===== src/hw/rtl/assert_macros.svh =====
`ifndef ASSERT_MACROS_SVH
`define ASSERT_MACROS_SVH

// Clocked check, masked while reset is asserted.
`define ASSERT_RST(lbl, prop, msg) \
  lbl: assert property (@(posedge clk_i) disable iff (!rst_ni) prop) else $error(msg);

// Clocked check that must also hold while reset is asserted.
`define ASSERT_ALWAYS(lbl, prop, msg) \
  lbl: assert property (@(posedge clk_i) prop) else $error(msg);

`endif


===== src/hw/rtl/lfpd_pkg.sv =====
package lfpd_pkg;

  // Default block parameters
  localparam int unsigned POINTS_PER_FRAME_DEF = 20;
  localparam int unsigned REV_STORE_POINTS_DEF = 250;
  localparam int unsigned FRAMES_PER_REV_DEF   = 14;
  localparam int unsigned POINTS_PER_FRAME_MAX = 40;

  // Frame layout
  localparam int unsigned HDR_BYTES        = 4;
  localparam int unsigned SAMPLE_SHIFT     = 2;
  localparam int unsigned BYTES_PER_SAMPLE = 1 << SAMPLE_SHIFT;
  localparam int unsigned ANGLE_LO_POS     = 2;
  localparam int unsigned ANGLE_HI_POS     = 3;
  localparam logic [1:0]  DIST_LO_OFS      = 2'd0;
  localparam logic [1:0]  DIST_HI_OFS      = 2'd1;

  // Field widths
  localparam int unsigned BYTE_W     = 8;
  localparam int unsigned ANGLE_IN_W = 15;
  localparam int unsigned STEP_W     = 16;
  localparam int unsigned DIST_W     = 16;
  localparam int unsigned ANGLE_W    = 16;
  localparam int unsigned SLOT_OUT_W = 9;
  localparam int unsigned IDX_W      = $clog2(POINTS_PER_FRAME_MAX);

  // Angle arithmetic: 1/64 deg input, 1/1280 deg interpolation
  localparam int unsigned FULL_TURN_COARSE = 23040;
  localparam int unsigned ANGLE_SCALE      = 20;
  localparam int unsigned BASE_W           = ANGLE_IN_W + 5;
  localparam int unsigned PROD_W           = STEP_W + IDX_W + 1;
  localparam int unsigned X_W              = 24;
  localparam logic signed [X_W-1:0] FULL_TURN_FINE = 24'sd460800;
  // centidegrees = floor(x * 5 / 64)
  localparam int unsigned FRAC_SHIFT       = 6;

  localparam int unsigned QUEUE_DEPTH = 2;

  // Point request from front to back
  typedef struct packed {
    logic [ANGLE_IN_W-1:0] start_angle;
    logic [STEP_W-1:0]     step;
    logic [IDX_W-1:0]      idx;
    logic [DIST_W-1:0]     distance;
  } point_req_t;

  // Per-point fields carried down the back pipeline
  typedef struct packed {
    logic [DIST_W-1:0]     distance;
    logic [SLOT_OUT_W-1:0] slot_index;
    logic                  beyond_store;
    logic                  last_of_frame;
    logic                  end_of_revolution;
  } point_meta_t;

endpackage


===== src/hw/rtl/lfpd_front.sv =====
`include "assert_macros.svh"

module lfpd_front #(
  parameter int unsigned POINTS_PER_FRAME = lfpd_pkg::POINTS_PER_FRAME_DEF
) (
  input  logic                   clk_i,
  input  logic                   rst_ni,
  input  logic                   in_valid_i,
  output logic                   in_stall_o,
  input  logic [7:0]             rx_byte_i,
  input  logic                   frame_start_i,
  input  logic                   q_full_i,
  output logic                   push_o,
  output lfpd_pkg::point_req_t   req_o
);
  import lfpd_pkg::*;

  localparam int unsigned FrameBytes = HDR_BYTES + BYTES_PER_SAMPLE * POINTS_PER_FRAME;
  localparam int unsigned PosW       = $clog2(FrameBytes + 1);

  logic [PosW-1:0]       pos_q, pos_d, pos_cur, pos_ofs;
  logic [ANGLE_IN_W-1:0] prev_q, prev_d, cur_q, cur_d, new_angle;
  logic [STEP_W-1:0]     step_q, step_d;
  logic [BYTE_W-1:0]     dist_lo_q, dist_lo_d;
  logic [STEP_W:0]       diff_wide;
  logic                  accept, in_samples;

  assign in_stall_o = q_full_i;
  assign accept     = in_valid_i && !q_full_i;

  // Byte position; a frame start forces byte 0
  assign pos_cur    = frame_start_i ? '0 : pos_q;
  assign pos_ofs    = pos_cur - PosW'(HDR_BYTES);
  assign in_samples = (pos_cur >= PosW'(HDR_BYTES)) && (pos_cur < PosW'(FrameBytes));

  // Start angle and wrapped difference to the previous one
  assign new_angle = {rx_byte_i[6:0], cur_q[7:0]};
  assign diff_wide = {2'b00, new_angle}
                   + ((new_angle > prev_q) ? '0 : (STEP_W+1)'(FULL_TURN_COARSE))
                   - {2'b00, prev_q};

  always_comb begin
    pos_d     = pos_q;
    prev_d    = prev_q;
    cur_d     = cur_q;
    step_d    = step_q;
    dist_lo_d = dist_lo_q;
    push_o    = 1'b0;
    if (accept) begin
      pos_d = (pos_cur < PosW'(FrameBytes)) ? pos_cur + 1'b1 : PosW'(FrameBytes);
      if (pos_cur == PosW'(ANGLE_LO_POS)) begin
        cur_d = ANGLE_IN_W'(rx_byte_i);
      end else if (pos_cur == PosW'(ANGLE_HI_POS)) begin
        step_d = diff_wide[STEP_W-1:0];
        prev_d = new_angle;
        cur_d  = new_angle;
      end else if (in_samples) begin
        if (pos_ofs[1:0] == DIST_LO_OFS) begin
          dist_lo_d = rx_byte_i;
        end else if (pos_ofs[1:0] == DIST_HI_OFS) begin
          push_o = 1'b1;
        end
      end
    end
  end

  // Request fields, valid with push_o
  assign req_o.start_angle = cur_q;
  assign req_o.step        = step_q;
  assign req_o.idx         = IDX_W'(pos_ofs >> SAMPLE_SHIFT);
  assign req_o.distance    = {rx_byte_i, dist_lo_q};

  always_ff @(posedge clk_i or negedge rst_ni) begin
    if (!rst_ni) begin
      pos_q     <= '0;
      prev_q    <= '0;
      cur_q     <= '0;
      step_q    <= '0;
      dist_lo_q <= '0;
    end else begin
      pos_q     <= pos_d;
      prev_q    <= prev_d;
      cur_q     <= cur_d;
      step_q    <= step_d;
      dist_lo_q <= dist_lo_d;
    end
  end

  `ASSERT_RST(a_pos_bound, pos_q <= PosW'(FrameBytes), "byte position past frame end")
  `ASSERT_RST(a_push_on_accept, push_o |-> (in_valid_i && !q_full_i), "push without accept")
  `ASSERT_RST(a_push_idx, push_o |-> (req_o.idx < IDX_W'(POINTS_PER_FRAME)),
              "sample index out of range")

endmodule


===== src/hw/rtl/lfpd_queue.sv =====
`include "assert_macros.svh"

module lfpd_queue #(
  parameter int unsigned DEPTH = lfpd_pkg::QUEUE_DEPTH,
  parameter int unsigned WIDTH = $bits(lfpd_pkg::point_req_t)
) (
  input  logic             clk_i,
  input  logic             rst_ni,
  input  logic             push_i,
  input  logic [WIDTH-1:0] data_i,
  output logic             full_o,
  output logic             valid_o,
  input  logic             pop_i,
  output logic [WIDTH-1:0] data_o
);
  import lfpd_pkg::*;

  localparam int unsigned PtrW = (DEPTH > 1) ? $clog2(DEPTH) : 1;
  localparam int unsigned CntW = $clog2(DEPTH + 1);

  logic [WIDTH-1:0] mem_q [DEPTH];
  logic [PtrW-1:0]  wr_ptr_q, wr_ptr_d, rd_ptr_q, rd_ptr_d;
  logic [CntW-1:0]  count_q, count_d;
  logic             do_push, do_pop;

  assign full_o  = (count_q == CntW'(DEPTH));
  assign valid_o = (count_q != '0);
  assign data_o  = mem_q[rd_ptr_q];
  assign do_push = push_i && !full_o;
  assign do_pop  = pop_i && valid_o;

  // Pointer and fill bookkeeping with wrap at DEPTH
  always_comb begin
    wr_ptr_d = wr_ptr_q;
    rd_ptr_d = rd_ptr_q;
    count_d  = count_q;
    if (do_push) begin
      wr_ptr_d = (wr_ptr_q == PtrW'(DEPTH - 1)) ? '0 : wr_ptr_q + 1'b1;
    end
    if (do_pop) begin
      rd_ptr_d = (rd_ptr_q == PtrW'(DEPTH - 1)) ? '0 : rd_ptr_q + 1'b1;
    end
    unique case ({do_push, do_pop})
      2'b10:   count_d = count_q + 1'b1;
      2'b01:   count_d = count_q - 1'b1;
      default: count_d = count_q;
    endcase
  end

  always_ff @(posedge clk_i or negedge rst_ni) begin
    if (!rst_ni) begin
      wr_ptr_q <= '0;
      rd_ptr_q <= '0;
      count_q  <= '0;
    end else begin
      wr_ptr_q <= wr_ptr_d;
      rd_ptr_q <= rd_ptr_d;
      count_q  <= count_d;
    end
  end

  // Entry storage
  always_ff @(posedge clk_i) begin
    if (do_push) begin
      mem_q[wr_ptr_q] <= data_i;
    end
  end

  `ASSERT_RST(a_count_bound, count_q <= CntW'(DEPTH), "queue overfilled")
  `ASSERT_RST(a_no_drop, push_i |-> !full_o, "push into full queue")
  `ASSERT_RST(a_fill_step, (do_push && !do_pop) |=> (count_q == $past(count_q) + 1'b1),
              "fill count out of step")

endmodule


===== src/hw/rtl/lfpd_back.sv =====
`include "assert_macros.svh"

module lfpd_back #(
  parameter int unsigned POINTS_PER_FRAME = lfpd_pkg::POINTS_PER_FRAME_DEF,
  parameter int unsigned REV_STORE_POINTS = lfpd_pkg::REV_STORE_POINTS_DEF,
  parameter int unsigned FRAMES_PER_REV   = lfpd_pkg::FRAMES_PER_REV_DEF
) (
  input  logic                  clk_i,
  input  logic                  rst_ni,
  input  logic                  q_valid_i,
  input  lfpd_pkg::point_req_t  req_i,
  output logic                  pop_o,
  output logic                  out_valid_o,
  input  logic                  out_stall_i,
  output logic [15:0]           angle_centideg_o,
  output logic [15:0]           distance_o,
  output logic [8:0]            slot_index_o,
  output logic                  beyond_store_o,
  output logic                  last_of_frame_o,
  output logic                  end_of_revolution_o
);
  import lfpd_pkg::*;

  localparam int unsigned RevPoints = FRAMES_PER_REV * POINTS_PER_FRAME;
  localparam int unsigned SbW       = $clog2(RevPoints + 1);

  logic                     s1_valid_q, s2_valid_q, out_valid_q;
  logic                     s1_ready, s2_ready, out_ready;
  logic signed [PROD_W-1:0] step_ext, idx_ext, prod_q;
  logic [BASE_W-1:0]        base_q;
  point_meta_t              s1_meta_q, s1_meta_d, s2_meta_q, out_meta_q;
  logic signed [X_W-1:0]    x_sum, x_wrap, x_q;
  logic signed [X_W+2:0]    y_scaled;
  logic [ANGLE_W-1:0]       angle_q;
  logic [SbW-1:0]           slot_base_q, slot_base_d, slot, next_base;
  logic                     last, eor;

  // Pipeline flow control
  assign out_ready = !out_valid_q || !out_stall_i;
  assign s2_ready  = !s2_valid_q || out_ready;
  assign s1_ready  = !s1_valid_q || s2_ready;
  assign pop_o     = q_valid_i && s1_ready;

  // Slot bookkeeping, taken in queue order
  assign slot      = slot_base_q + SbW'(req_i.idx);
  assign next_base = slot_base_q + SbW'(POINTS_PER_FRAME);
  assign last      = (req_i.idx == IDX_W'(POINTS_PER_FRAME - 1));
  assign eor       = last && (next_base >= SbW'(RevPoints));

  always_comb begin
    slot_base_d = slot_base_q;
    if (pop_o && last) begin
      slot_base_d = eor ? '0 : next_base;
    end
  end

  assign s1_meta_d.distance          = req_i.distance;
  assign s1_meta_d.slot_index        = SLOT_OUT_W'(slot);
  assign s1_meta_d.beyond_store      = (32'(slot) >= 32'(REV_STORE_POINTS));
  assign s1_meta_d.last_of_frame     = last;
  assign s1_meta_d.end_of_revolution = eor;

  // Stage 1 operands: step times sample index
  assign step_ext = PROD_W'($signed(req_i.step));
  assign idx_ext  = $signed({{(PROD_W-IDX_W){1'b0}}, req_i.idx});

  // Stage 2: fine angle with wrap past a full turn
  assign x_sum  = $signed({{(X_W-BASE_W){1'b0}}, base_q}) + X_W'(prod_q);
  assign x_wrap = (x_sum > FULL_TURN_FINE) ? x_sum - FULL_TURN_FINE : x_sum;

  // Output stage: x * 5, floor by 64
  assign y_scaled = ((X_W+3)'(x_q) <<< 2) + (X_W+3)'(x_q);

  always_ff @(posedge clk_i or negedge rst_ni) begin
    if (!rst_ni) begin
      s1_valid_q  <= 1'b0;
      s2_valid_q  <= 1'b0;
      out_valid_q <= 1'b0;
      slot_base_q <= '0;
    end else begin
      slot_base_q <= slot_base_d;
      if (s1_ready) begin
        s1_valid_q <= q_valid_i;
      end
      if (s2_ready) begin
        s2_valid_q <= s1_valid_q;
      end
      if (out_ready) begin
        out_valid_q <= s2_valid_q;
      end
    end
  end

  // Pipeline payload
  always_ff @(posedge clk_i) begin
    if (pop_o) begin
      prod_q    <= step_ext * idx_ext;
      base_q    <= BASE_W'(req_i.start_angle) * BASE_W'(ANGLE_SCALE);
      s1_meta_q <= s1_meta_d;
    end
    if (s2_ready && s1_valid_q) begin
      x_q       <= x_wrap;
      s2_meta_q <= s1_meta_q;
    end
    if (out_ready && s2_valid_q) begin
      angle_q    <= y_scaled[FRAC_SHIFT +: ANGLE_W];
      out_meta_q <= s2_meta_q;
    end
  end

  assign out_valid_o         = out_valid_q;
  assign angle_centideg_o    = angle_q;
  assign distance_o          = out_meta_q.distance;
  assign slot_index_o        = out_meta_q.slot_index;
  assign beyond_store_o      = out_meta_q.beyond_store;
  assign last_of_frame_o     = out_meta_q.last_of_frame;
  assign end_of_revolution_o = out_meta_q.end_of_revolution;

  `ASSERT_RST(a_base_bound, slot_base_q < SbW'(RevPoints), "slot base past revolution")
  `ASSERT_RST(a_eor_last, (out_valid_o && end_of_revolution_o) |-> last_of_frame_o,
              "revolution end off frame end")
  `ASSERT_RST(a_base_clear, (pop_o && eor) |=> (slot_base_q == '0),
              "slot base not cleared at revolution end")

endmodule


===== src/hw/rtl/lidar_frame_point_decoder_top.sv =====
// Scan-frame point decoder: takes frame bytes one per request (frame_start_i marks byte 0),
// reads the start angle from bytes 2 and 3 and, on the high distance byte of each sample,
// produces one point with interpolated angle in centidegrees, raw distance and its slot
// in the revolution. One byte is accepted every cycle while in_stall_o is low, and
// in_stall_o rises only when the two-entry point queue between the byte parser and the
// point pipeline is full, which happens only under a stalled output since a frame yields
// at most one point per four bytes. After its high distance byte is accepted, a point
// passes through the queue, the multiply stage, the wrap stage and the scale/output
// register, and the pipeline delivers one point per cycle while out_stall_i is low.
`include "assert_macros.svh"

module lidar_frame_point_decoder_top #(
  parameter int unsigned POINTS_PER_FRAME = lfpd_pkg::POINTS_PER_FRAME_DEF,
  parameter int unsigned REV_STORE_POINTS = lfpd_pkg::REV_STORE_POINTS_DEF,
  parameter int unsigned FRAMES_PER_REV   = lfpd_pkg::FRAMES_PER_REV_DEF
) (
  input  logic        clk_i,
  input  logic        rst_ni,
  input  logic        in_valid_i,
  output logic        in_stall_o,
  input  logic [7:0]  rx_byte_i,
  input  logic        frame_start_i,
  output logic        out_valid_o,
  input  logic        out_stall_i,
  output logic [15:0] angle_centideg_o,
  output logic [15:0] distance_o,
  output logic [8:0]  slot_index_o,
  output logic        beyond_store_o,
  output logic        last_of_frame_o,
  output logic        end_of_revolution_o
);
  import lfpd_pkg::*;

  logic       push, q_full, q_valid, pop;
  point_req_t push_req, head_req;

  lfpd_front #(
    .POINTS_PER_FRAME(POINTS_PER_FRAME)
  ) u_front (
    .clk_i        (clk_i),
    .rst_ni       (rst_ni),
    .in_valid_i   (in_valid_i),
    .in_stall_o   (in_stall_o),
    .rx_byte_i    (rx_byte_i),
    .frame_start_i(frame_start_i),
    .q_full_i     (q_full),
    .push_o       (push),
    .req_o        (push_req)
  );

  lfpd_queue #(
    .DEPTH(QUEUE_DEPTH),
    .WIDTH($bits(point_req_t))
  ) u_queue (
    .clk_i  (clk_i),
    .rst_ni (rst_ni),
    .push_i (push),
    .data_i (push_req),
    .full_o (q_full),
    .valid_o(q_valid),
    .pop_i  (pop),
    .data_o (head_req)
  );

  lfpd_back #(
    .POINTS_PER_FRAME(POINTS_PER_FRAME),
    .REV_STORE_POINTS(REV_STORE_POINTS),
    .FRAMES_PER_REV  (FRAMES_PER_REV)
  ) u_back (
    .clk_i              (clk_i),
    .rst_ni             (rst_ni),
    .q_valid_i          (q_valid),
    .req_i              (head_req),
    .pop_o              (pop),
    .out_valid_o        (out_valid_o),
    .out_stall_i        (out_stall_i),
    .angle_centideg_o   (angle_centideg_o),
    .distance_o         (distance_o),
    .slot_index_o       (slot_index_o),
    .beyond_store_o     (beyond_store_o),
    .last_of_frame_o    (last_of_frame_o),
    .end_of_revolution_o(end_of_revolution_o)
  );

  `ASSERT_RST(a_stall_only_full, in_stall_o |-> q_full, "input stalled with queue room")
  `ASSERT_RST(a_full_needs_backlog, q_full |-> q_valid, "full queue reports empty")
  `ASSERT_RST(a_pop_has_entry, pop |-> q_valid, "pop from empty queue")

endmodule


===== config.mk =====
export PLATFORM = sky130hd
export DESIGN_NAME = lidar_frame_point_decoder_top
export DESIGN_NICKNAME = d
export VERILOG_FILES = /design/src/hw/rtl/lfpd_pkg.sv /design/src/hw/rtl/lfpd_front.sv /design/src/hw/rtl/lfpd_queue.sv /design/src/hw/rtl/lfpd_back.sv /design/src/hw/rtl/lidar_frame_point_decoder_top.sv
export VERILOG_INCLUDE_DIRS = /design/src /design/src/hw/rtl
export SDC_FILE = /design/constraint.sdc
export NUM_CORES = 1
export LEC_CHECK = 0
export BUFFER_PORTS_ARGS = -buffer_cell sky130_fd_sc_hd__buf_2
export CORE_ASPECT_RATIO = 1.4
export CORE_MARGIN = 2
export CORE_UTILIZATION = 60
export CTS_CLUSTER_DIAMETER = 30
export DETAILED_ROUTE_END_ITERATION = 16
export PLACE_DENSITY = 0.79
export SYNTH_ARGS = -nofsm -noshare
export SYNTH_HDL_FRONTEND = slang
export SYNTH_SLANG_ARGS = --single-unit

===== constraint.sdc =====
create_clock -name clk_i -period 9.91 [get_ports clk_i]
set_clock_uncertainty 0.2 [all_clocks]
set_input_delay 0.4955 -clock clk_i [delete_from_list [all_inputs] [get_ports clk_i]]
set_output_delay 0.4955 -clock clk_i [all_outputs]
set_load 0.03 [all_outputs]

Yosys cells after proc, flatten, opt, wreduce, memory -nomap -nowiden --
Memories as Yosys holds them, arrays and structs flattened. Index checks and enable logic that the tools add are counted.
Cells by class: $add $sub $neg 13, $mul 2, magnitude comparators 6, equality and inequality tests 7, mux-type cells 18, bitwise logic cells 2, reductions and logical operators 25
Operator list (count):
- $mux W15 | 3
- $add A21 B23 Y24 | 1
- $gt A24 B20 Y1 const B | 1
- $mul A16 B7 Y23 | 1
- $add A22 B22 Y22 | 1
- $mux W22 | 1
- $sub A22 B20 Y22 const B | 1
- $mul A15 B3 Y18 const B | 1
- $add A15 B16 Y16 | 1
- $sub A16 B15 Y16 | 1
- $gt A15 B15 Y1 | 1
- $eq A7 B2 Y1 const B | 2
- $mux W7 | 2
- $mux W1 | 10
- $add A9 B5 Y9 const B | 1
- $add A9 B6 Y9 | 1
- $ge A9 B8 Y1 const B | 1
- $ge A9 B9 Y1 const B | 1
- $logic_and A1 B1 Y1 | 9
- $mux W9 | 1
- $add A7 B1 Y7 const B | 1
- $ge A7 B3 Y1 const B | 1
- $lt A7 B7 Y1 const B | 1
- $sub A7 B3 Y7 const B | 1
- 15 further kinds | 28
Word-level totals: register bits 240, memory bits (writable) 104, output and inout port bits 46, logic and storage cells 106, memories kept 1
Memory list:
- u_queue.mem_q | depth 2, bits a word 52, read ports 1, clocked after Yosys merged registers in 0, wr ports 1, RTL line lfpd_queue.sv:21 | logic [WIDTH-1:0] mem_q [DEPTH];

Depth between registers and ports, before layout --
Gate-level depths: netlist of the first run.
depth after elaboration 12, gate-level depth with buffers 20, mapped depth without buffers 19

Modules after synthesis --
Synthesis of the first run repeated with hierarchy kept, for this count alone.
Second synthesis, totals: cell total of the unflattened synthesis 1597, area total of the unflattened synthesis 19900.3 um2
Modules (own cells, without submodules):
- lfpd_back | times used 1, cells an instance 1007, area each 11810.1 um2, sequential area each 5144.9 um2
- lfpd_queue | times used 1, cells an instance 183, area each 4230.3 um2, sequential area each 3283.1 um2
- lfpd_front | times used 1, cells an instance 407, area each 3860.0 um2, sequential area each 1526.5 um2

Least setup slack after synthesis of the first run --
Ideal clock, no wire load.
path kind flip-flop to flip-flop, from reg u_queue.rd_ptr_q, to reg u_back.prod_q[20] (data pin), library setup time 0.262 ns, arrival 5.463 ns, required time 9.448 ns, slack 3.984 ns, stages on the path, launching flop included 21, buffers on the path 2, period minus slack after synthesis 5.926 ns, path through dfrtp_1 clkbuf_1 buf_1 mux2i_1 nor2_1 fa_1 ha_1 inv_1 fa_1 fa_1 inv_1 ha_1 a21oi_1 o21bai_1 a2111o_1 nand3_1 a31oi_1 a311o_1 a21oi_1 a21oi_1 xor2_1
Between the ends: cells in the longest elaborated chain, start to end 2
RTL lines:
- start, declared | RTL line lfpd_queue.sv:22 | logic [PtrW-1:0] wr_ptr_q, wr_ptr_d, rd_ptr_q, rd_ptr_d;
- start signal, assigned | RTL line lfpd_queue.sv:57 | rd_ptr_q <= rd_ptr_d;
- $mem_v2 Z2 W52
- $mul A16 B7 Y23 | RTL line lfpd_back.sv:97 | prod_q <= step_ext * idx_ext;
- end signal, assigned | RTL line lfpd_back.sv:97
- end, declared | RTL line lfpd_back.sv:29 | logic signed [PROD_W-1:0] step_ext, idx_ext, prod_q;
No other way between the ends. A chain may end at the register's enable or synchronous reset.

Worst setup path after layout of the first run --
Same ends and word-level chain as after synthesis.

==> parameters.txt, run 1 <==
Parameter                              Value

Job
  Max-cap check violation count    0

Logic synthesis
  Yosys reg bits    342
  Dominant register cell in the synthesized netlist    sky130_fd_sc_hd__edfxtp_1
  Post-synthesis instance area    18500 um2
  Register area share after synthesis    0.536
  Post-synthesis average cell area    12.5 um2
  Synthesized instance count    1481
  Number of enable flip-flop cells after synthesis    267
  Warnings from Yosys    0
  Number of distinct library cells after synthesis    64
  FFs w/ async S/R, synth    0.219
  Mapped Nets    1705

Timing
  Share of the cycle needed by the critical path after routing    0.636
  Fmax    159 MHz
  Measured slew at the worst slew-check pin    1010 ps
  Number of endpoints with negative hold slack in the final report    0
  Unrepaired setup endpoints after global routing    false
  Worst slew margin    0.325
  Setup-failing EPs final    0
  Final sum of negative setup slack    0 ps
  Time the final worst path needs with I/O delays and setup    6300 ps
  Final Max Slew Viols    0

Die
  Vertical die dimension    212 um
  Horizontal die dimension    152 um
  Starting density of the core    0.605
  CORE AREA    30500 um2
  Standard-cell rows    76
  Die footprint    32200 um2
  Top-level port count    59

Outcome
  Outcome    completed

Global route
  Largest net degree at the start of global routing    76
  Wire length of the first global-routing pass    59600 um
  Congestion Overflow GR    0
  Number of antenna violations at the first check in global routing    0
  Total track usage    0.232
  Number of global-route vias before repair    12100

Clock network
  Cts hold-fix bufs    1
  Source-to-sink clock delay at the later pin of the worst-skew pair    560 ps
  Number of resized instances in the post-cts repair step    0
  Clock sink count    342
  Clock buffers created by TritonCTS    45
  CTS tree    yes
  Reg clk slew, reported paths    60 ps
  Clock H-tree levels    2
  Setup Fix Bufs, Post-CTS    0
  Number of buffers on the longest clock path    3
  Clk root buf    sky130_fd_sc_hd__clkbuf_16

Critical path
  Data arrival time of the critical path    6400 ps
  Worst flop-to-flop path endpoint    u_back.prod_q[20]
  Endpoint type of the worst setup path    flop
  Peak fanout along the critical path    53
  Worst-case reg-to-reg path depth    20
  Slack of the worst reg-to-reg path    3610 ps
  Element type at the critical path start    flop
  Start of the worst register-to-register path    u_queue.rd_ptr_q
  CP Class    flop to flop
  Required time of the critical path    10010 ps

Route
  Vias per std cell    5.78
  DR WL met2    20000 um
  Residual antenna-violating net count after detailed routing    0
  Number of vias in the routed layout    11500
  Number of DRC markers after the initial detailed-route iteration    640
  Router iterations before antenna repair    5
  Detailed-routed wire length on met3    1260 um
  Residual DRC count    0
  Met1 wire length    14000 um
  Routed wire length per instance    18.4 um
  Uppermost routed layer    met4
  Overall routed net length    36700 um

Hold path
  Hold EP    u_back.out_valid_o
  Class of the worst hold path    primary input to flop
  Cell depth of the worst min-delay path    2
  HP Start    out_stall_i

Placed design
  Detailed Place HPWL    26100 um
  RePlAce Congestion    0.921
  Number of buffers inserted by port buffering    58
  Post-placement cell count    1910

Cells and area
  Fillers    2090
  Number of antenna repair diodes    0
  Layout cells sized above 1    0.135
  Area growth from synthesis to layout    13.0%
  Cell Count, Final, Fillers Out    1995
  Net count reported at finish    1793
  Final Core Density    0.684
[cell usage after synthesis, drive strengths merged, types with 9 or more instances]
library cell	instances	area (um2)
a21oi	68	340
inv	113	424
o21bai	12	90.1
nor2b	10	62.6
nand2b	19	119
o31ai	9	67.6
a21o	30	225
a31oi	11	68.8
a211oi	13	110
ha	150	1880
and3	13	81.3
xnor2	63	552
nor2	123	462
or2	11	68.8
nor3	26	130
nand2	88	330
edfxtp	267	8020
o21ai	74	370
nand3	22	110
mux2i	22	220
clkbuf	26	97.6
xor2	34	298
dfrtp	75	1880
fa	61	1220
mux2	45	507
[how the worst max path moves through the flow]
stage / slack (ps) / to / startpoint
after floorplan: 3980 / u_back.prod_q[20] / u_queue.rd_ptr_q
after global placement: 3800 / u_back.prod_q[20] / u_queue.rd_ptr_q
after detailed placement: 3690 / u_back.prod_q[20] / u_queue.rd_ptr_q
after CTS: 3690 / u_back.prod_q[20] / u_queue.rd_ptr_q
after global routing: 3300 / u_back.prod_q[20] / u_queue.rd_ptr_q
final: 3610 / u_back.prod_q[20] / u_queue.rd_ptr_q
[layer usage]
layer  global-route usage  vias up
li1                     -     5496
met1                0.253     5693
met2                0.447      266
met3               0.0336       85
met4               0.0967        0
met5                    0        -
[sequential cells by signal, summed over array words and instances (netlist names)]
signal	flops
u_back.angle_centideg_o	16
u_back.base_q	18
u_back.beyond_store_o	1
u_back.distance_o	16
u_back.end_of_revolution_o	1
u_back.last_of_frame_o	1
u_back.out_valid_o	1
u_back.prod_q	23
u_back.s1_meta_q	28
u_back.s1_valid_q	1
u_back.s2_meta_q	28
u_back.s2_valid_q	1
u_back.slot_base_q	7
u_back.slot_index_o	9
u_back.x_q	22
u_front.cur_q	15
u_front.dist_lo_q	8
u_front.pos_q	7
u_front.prev_q	15
u_front.step_q	16
u_queue.count_q	2
u_queue.mem_q	104
u_queue.rd_ptr_q	1
u_queue.wr_ptr_q	1
[worst max-delay path: stages, from the launching register on]
cell and delay [ps]:
sky130_fd_sc_hd__dfrtp_2 340, sky130_fd_sc_hd__buf_4 600, sky130_fd_sc_hd__mux2i_1 260, sky130_fd_sc_hd__buf_4 250, sky130_fd_sc_hd__nor2_1 110, sky130_fd_sc_hd__fa_1 500, sky130_fd_sc_hd__ha_1 290, sky130_fd_sc_hd__inv_1 50
sky130_fd_sc_hd__fa_1 500, sky130_fd_sc_hd__fa_1 540, sky130_fd_sc_hd__inv_1 40, sky130_fd_sc_hd__ha_1 320, sky130_fd_sc_hd__a21oi_1 220, sky130_fd_sc_hd__o21bai_1 120, sky130_fd_sc_hd__a2111o_1 450, sky130_fd_sc_hd__nand3_1 120
sky130_fd_sc_hd__a31oi_1 130, sky130_fd_sc_hd__a311o_1 400, sky130_fd_sc_hd__a21oi_1 230, sky130_fd_sc_hd__a21oi_1 120, sky130_fd_sc_hd__xor2_1 150
[cell families (layout without fill, tap and decap cells)]
logic type,count (synthesis),count (layout),share of synthesized area
buffers and inverters,145,269,0.0297
flip-flops,342,342,0.536
other,1,1,0.000203
XOR/XNOR,97,97,0.0460
multiplexers,67,67,0.0393
adder cells (fa/ha/maj),211,211,0.168
AO/OA/AOI/OAI,268,268,0.0930
AND/OR/NAND/NOR,350,350,0.0886
[cells in the final DEF (no fill, tap or decap), types with 9 or more instances in the layout]
master                      instances
sky130_fd_sc_hd__nand3_1           22
sky130_fd_sc_hd__fa_1              61
sky130_fd_sc_hd__ha_1             150
sky130_fd_sc_hd__xor2_1            34
sky130_fd_sc_hd__and3_1            12
sky130_fd_sc_hd__o31ai_1            9
sky130_fd_sc_hd__a31oi_1           11
sky130_fd_sc_hd__edfxtp_1         267
sky130_fd_sc_hd__buf_2             57
sky130_fd_sc_hd__nand2b_1          19
sky130_fd_sc_hd__inv_1            113
sky130_fd_sc_hd__a211oi_1          12
sky130_fd_sc_hd__a21oi_1           68
sky130_fd_sc_hd__nor2b_1           10
sky130_fd_sc_hd__buf_4             14
sky130_fd_sc_hd__clkbuf_16         47
sky130_fd_sc_hd__o21bai_1          12
sky130_fd_sc_hd__a21o_1            30
sky130_fd_sc_hd__nor2_1           122
sky130_fd_sc_hd__dfrtp_1           74
sky130_fd_sc_hd__o21ai_0           72
sky130_fd_sc_hd__mux2i_1           22
sky130_fd_sc_hd__nand2_1           88
sky130_fd_sc_hd__or2_2             11
sky130_fd_sc_hd__nor3_1            26
sky130_fd_sc_hd__xnor2_1           63
sky130_fd_sc_hd__mux2_2            45
[layout make-up]
class | instances | area, um2 | area share
clock buffer | 51 | 1200 | 0.0575
clock inverter | 32 | 384 | 0.0184
inverter | 113 | 424 | 0.0203
multi-input combinational | 994 | 8070 | 0.387
sequential | 342 | 9900 | 0.474
tap | 390 | 488 | 0.0234
timing repair buffer | 73 | 410 | 0.0197
[through the flow]
step | setup slack, ps | cell area [um2] | hold slack [ps]
2_1_floorplan | 3980 | 18500 | -0.0910
3_3_place_gp | 3800 | 19300 | 201
3_5_place_dp | 3690 | 19300 | 205
4_1_cts | 3690 | 20900 | 4.19
5_1_grt | 3300 | 20900 | 9.72
6_report | 3610 | 20900 | 23.6
Power of run 1 is not shown: default switching activity piles up to over one toggle a cycle in this logic, so the estimate is an artifact.
==> run 2: changes to the inputs <==
clock period = 6.2 ns   (was 9.91 ns; I/O delays follow)
==> run 2 against run 1 <==
  * Flip-flop and latch count did not move
  * Final area increased by 1.0%
  * Via count down 0.10%
  * First-iteration DRC count rose by 1.4%
  * Fmax increased by 7.8%
  * Non-clock buffer count up 19
==> parameters.txt, run 2 (synthesized netlist as in run 1, its figures left out) <==
Parameter                              Value

Cells and area
  Flip-flop count of the largest register after layout    104 (unchanged)
  Most frequent cells in the layout    267 x sky130_fd_sc_hd__edfxtp_1, 150 x sky130_fd_sc_hd__ha_1, 122 x sky130_fd_sc_hd__nor2_1
  Number of antenna repair diodes    0 (unchanged)
  Leading registers by flop count    u_queue.mem_q x104, u_back.s1_meta_q x28, u_back.s2_meta_q x28
  Net count reported at finish    1814 (+1.2%)
  Largest register by flop count    u_queue.mem_q
  Commonest non-fill, non-tap cell in the layout    sky130_fd_sc_hd__edfxtp_1
  Layout cells sized above 1    0.140 (+0.00485)
  Area growth from synthesis to layout    14.1%

Die
  Starting density of the core    0.605 (unchanged)
  Vertical die dimension    212 um (unchanged)
  Horizontal die dimension    152 um (unchanged)
  Die footprint    32200 um2 (unchanged)
  Top-level port count    59 (unchanged)
  CORE AREA    30500 um2 (unchanged)
  Standard-cell rows    76 (unchanged)

Hold path
  Class of the worst hold path    flop to flop

Timing
  Fmax    171 MHz (+7.8%)
  Setup-failing EPs final    0 (unchanged)
  Measured slew at the worst slew-check pin    1010 ps (+0.458 ps)
  Unrepaired setup endpoints after global routing    false
  Share of the cycle needed by the critical path after routing    0.943 (+0.307)
  Time the final worst path needs with I/O delays and setup    5850 ps (-457 ps)
  Hold Worst Slack    211 ps (+187 ps)
  Worst slew margin    0.324 (about the same)
  Number of endpoints with negative hold slack in the final report    0 (unchanged)
  Min setup slack post-route    355 ps (-3250 ps)
  Final Max Slew Viols    0 (unchanged)
  Final sum of negative setup slack    0 ps (unchanged)

Clock network
  Number of buffers on the longest clock path    3 (unchanged)
  Setup Fix Bufs, Post-CTS    0 (unchanged)
  Clock H-tree levels    2 (unchanged)
  Source-to-sink clock delay at the later pin of the worst-skew pair    570 ps (about the same)
  Clock sink count    342 (unchanged)
  Clk root buf    sky130_fd_sc_hd__clkbuf_16
  CTS tree    yes
  Reg clk slew, reported paths    60 ps (about the same)
  Clock buffers created by TritonCTS    47 (+4.4%)

Placed design
  Number of buffers inserted by port buffering    58 (unchanged)
  Setup slack at placement    397 ps (-3300 ps)
  Detailed Place HPWL    26100 um (-0.15%)
  RePlAce Congestion    0.975 (+5.8%)

Critical path
  CP Class    flop to flop
  Peak fanout along the critical path    22 (-58%)
  Endpoint type of the worst setup path    flop
  Element type at the critical path start    flop
  Data arrival time of the critical path    5940 ps (-460 ps)
  Required time of the critical path    6290 ps (-3720 ps)

Global route
  Total track usage    0.231 (-0.00112)
  Number of antenna violations at the first check in global routing    0 (unchanged)
  Wire length of the first global-routing pass    59200 um (-0.67%)
  Largest net degree at the start of global routing    76 (unchanged)
  Number of global-route vias before repair    12000 (-1.1%)
  Congestion Overflow GR    0 (unchanged)

Route
  Number of vias in the routed layout    11500 (-0.10%)
  Residual antenna-violating net count after detailed routing    0 (unchanged)
  Residual DRC count    0 (unchanged)
  Routed wire length per instance    18.1 um (-1.4%)
  Router iterations before antenna repair    4 (-1)
  Vias per std cell    5.71 (-1.2%)
  Overall routed net length    36500 um (-0.31%)
  Number of DRC markers after the initial detailed-route iteration    649 (+1.4%)

Outcome
  Outcome    completed

Job
  Max-cap check violation count    0 (unchanged)
-- run 2: final cells by class --
cell class,instances,area (um2)
Sequential cell,342,9900
Tap cell,390,488
Inverter,113,424
Multi-Input combinational cell,994,8080
Timing Repair Buffer,92,581
Fill cell,2090,9440
Clock buffer,54,1250
Clock inverter,33,360
-- run 2: repair_timing --
item                       CTS  global route
hold endpoints to repair   108             0
gates resized for setup      0             2
setup endpoints to repair    0             1
hold buffers                13             0
-- run 2: path summary, 6_finish.rpt --
check                      slack (ps)  cells after the start              endpoint                 start
min in group asynchronous         260                      2  u_front.dist_lo_q[7]                rst_ni
min reg2reg                       210                      0  u_back.s2_meta_q[16]  u_back.s1_meta_q[16]
min                               210                      0  u_back.s2_meta_q[16]  u_back.s1_meta_q[16]
max in group asynchronous        4840                      2      u_queue.rd_ptr_q                rst_ni
max reg2reg                       350                     17     u_back.prod_q[20]      u_queue.rd_ptr_q
max                               350                     17     u_back.prod_q[20]      u_queue.rd_ptr_q
-- run 2: layer usage --
layer  track usage  share of wire
met1         0.253           0.38
met2         0.437           0.54
met3        0.0346          0.033
met4         0.109          0.045
met5             0              0
-- run 2: stage by stage --
| stage | cells | area (um2) | util |
|---|---|---|---|
| 6_report | 2018 | 21100 | 0.691 |
| 5_1_grt | 2018 | 21100 | 0.691 |
| 4_1_cts | 2018 | 21100 | 0.690 |
| 3_5_place_dp | 1918 | 19300 | 0.633 |
| 3_3_place_gp | 1918 | 19300 | 0.633 |
| 2_1_floorplan | 1481 | 18500 | - |
-- run 2: worst max-delay path: stages (launching register included) --
cell                       delay [ps]
sky130_fd_sc_hd__dfrtp_2          600
sky130_fd_sc_hd__buf_4            400
sky130_fd_sc_hd__mux2i_1          480
sky130_fd_sc_hd__nor2_1           120
sky130_fd_sc_hd__fa_1             440
sky130_fd_sc_hd__ha_1             330
sky130_fd_sc_hd__fa_1             480
sky130_fd_sc_hd__ha_1             350
sky130_fd_sc_hd__a21o_1           180
sky130_fd_sc_hd__a21oi_1          220
sky130_fd_sc_hd__o21bai_1         120
sky130_fd_sc_hd__a2111o_1         460
sky130_fd_sc_hd__nand3_1          110
sky130_fd_sc_hd__a31oi_1          140
sky130_fd_sc_hd__a311o_1          400
sky130_fd_sc_hd__a21oi_1          250
sky130_fd_sc_hd__a21oi_1          130
sky130_fd_sc_hd__xor2_1           160
Power of run 2 is left out for the same reason.
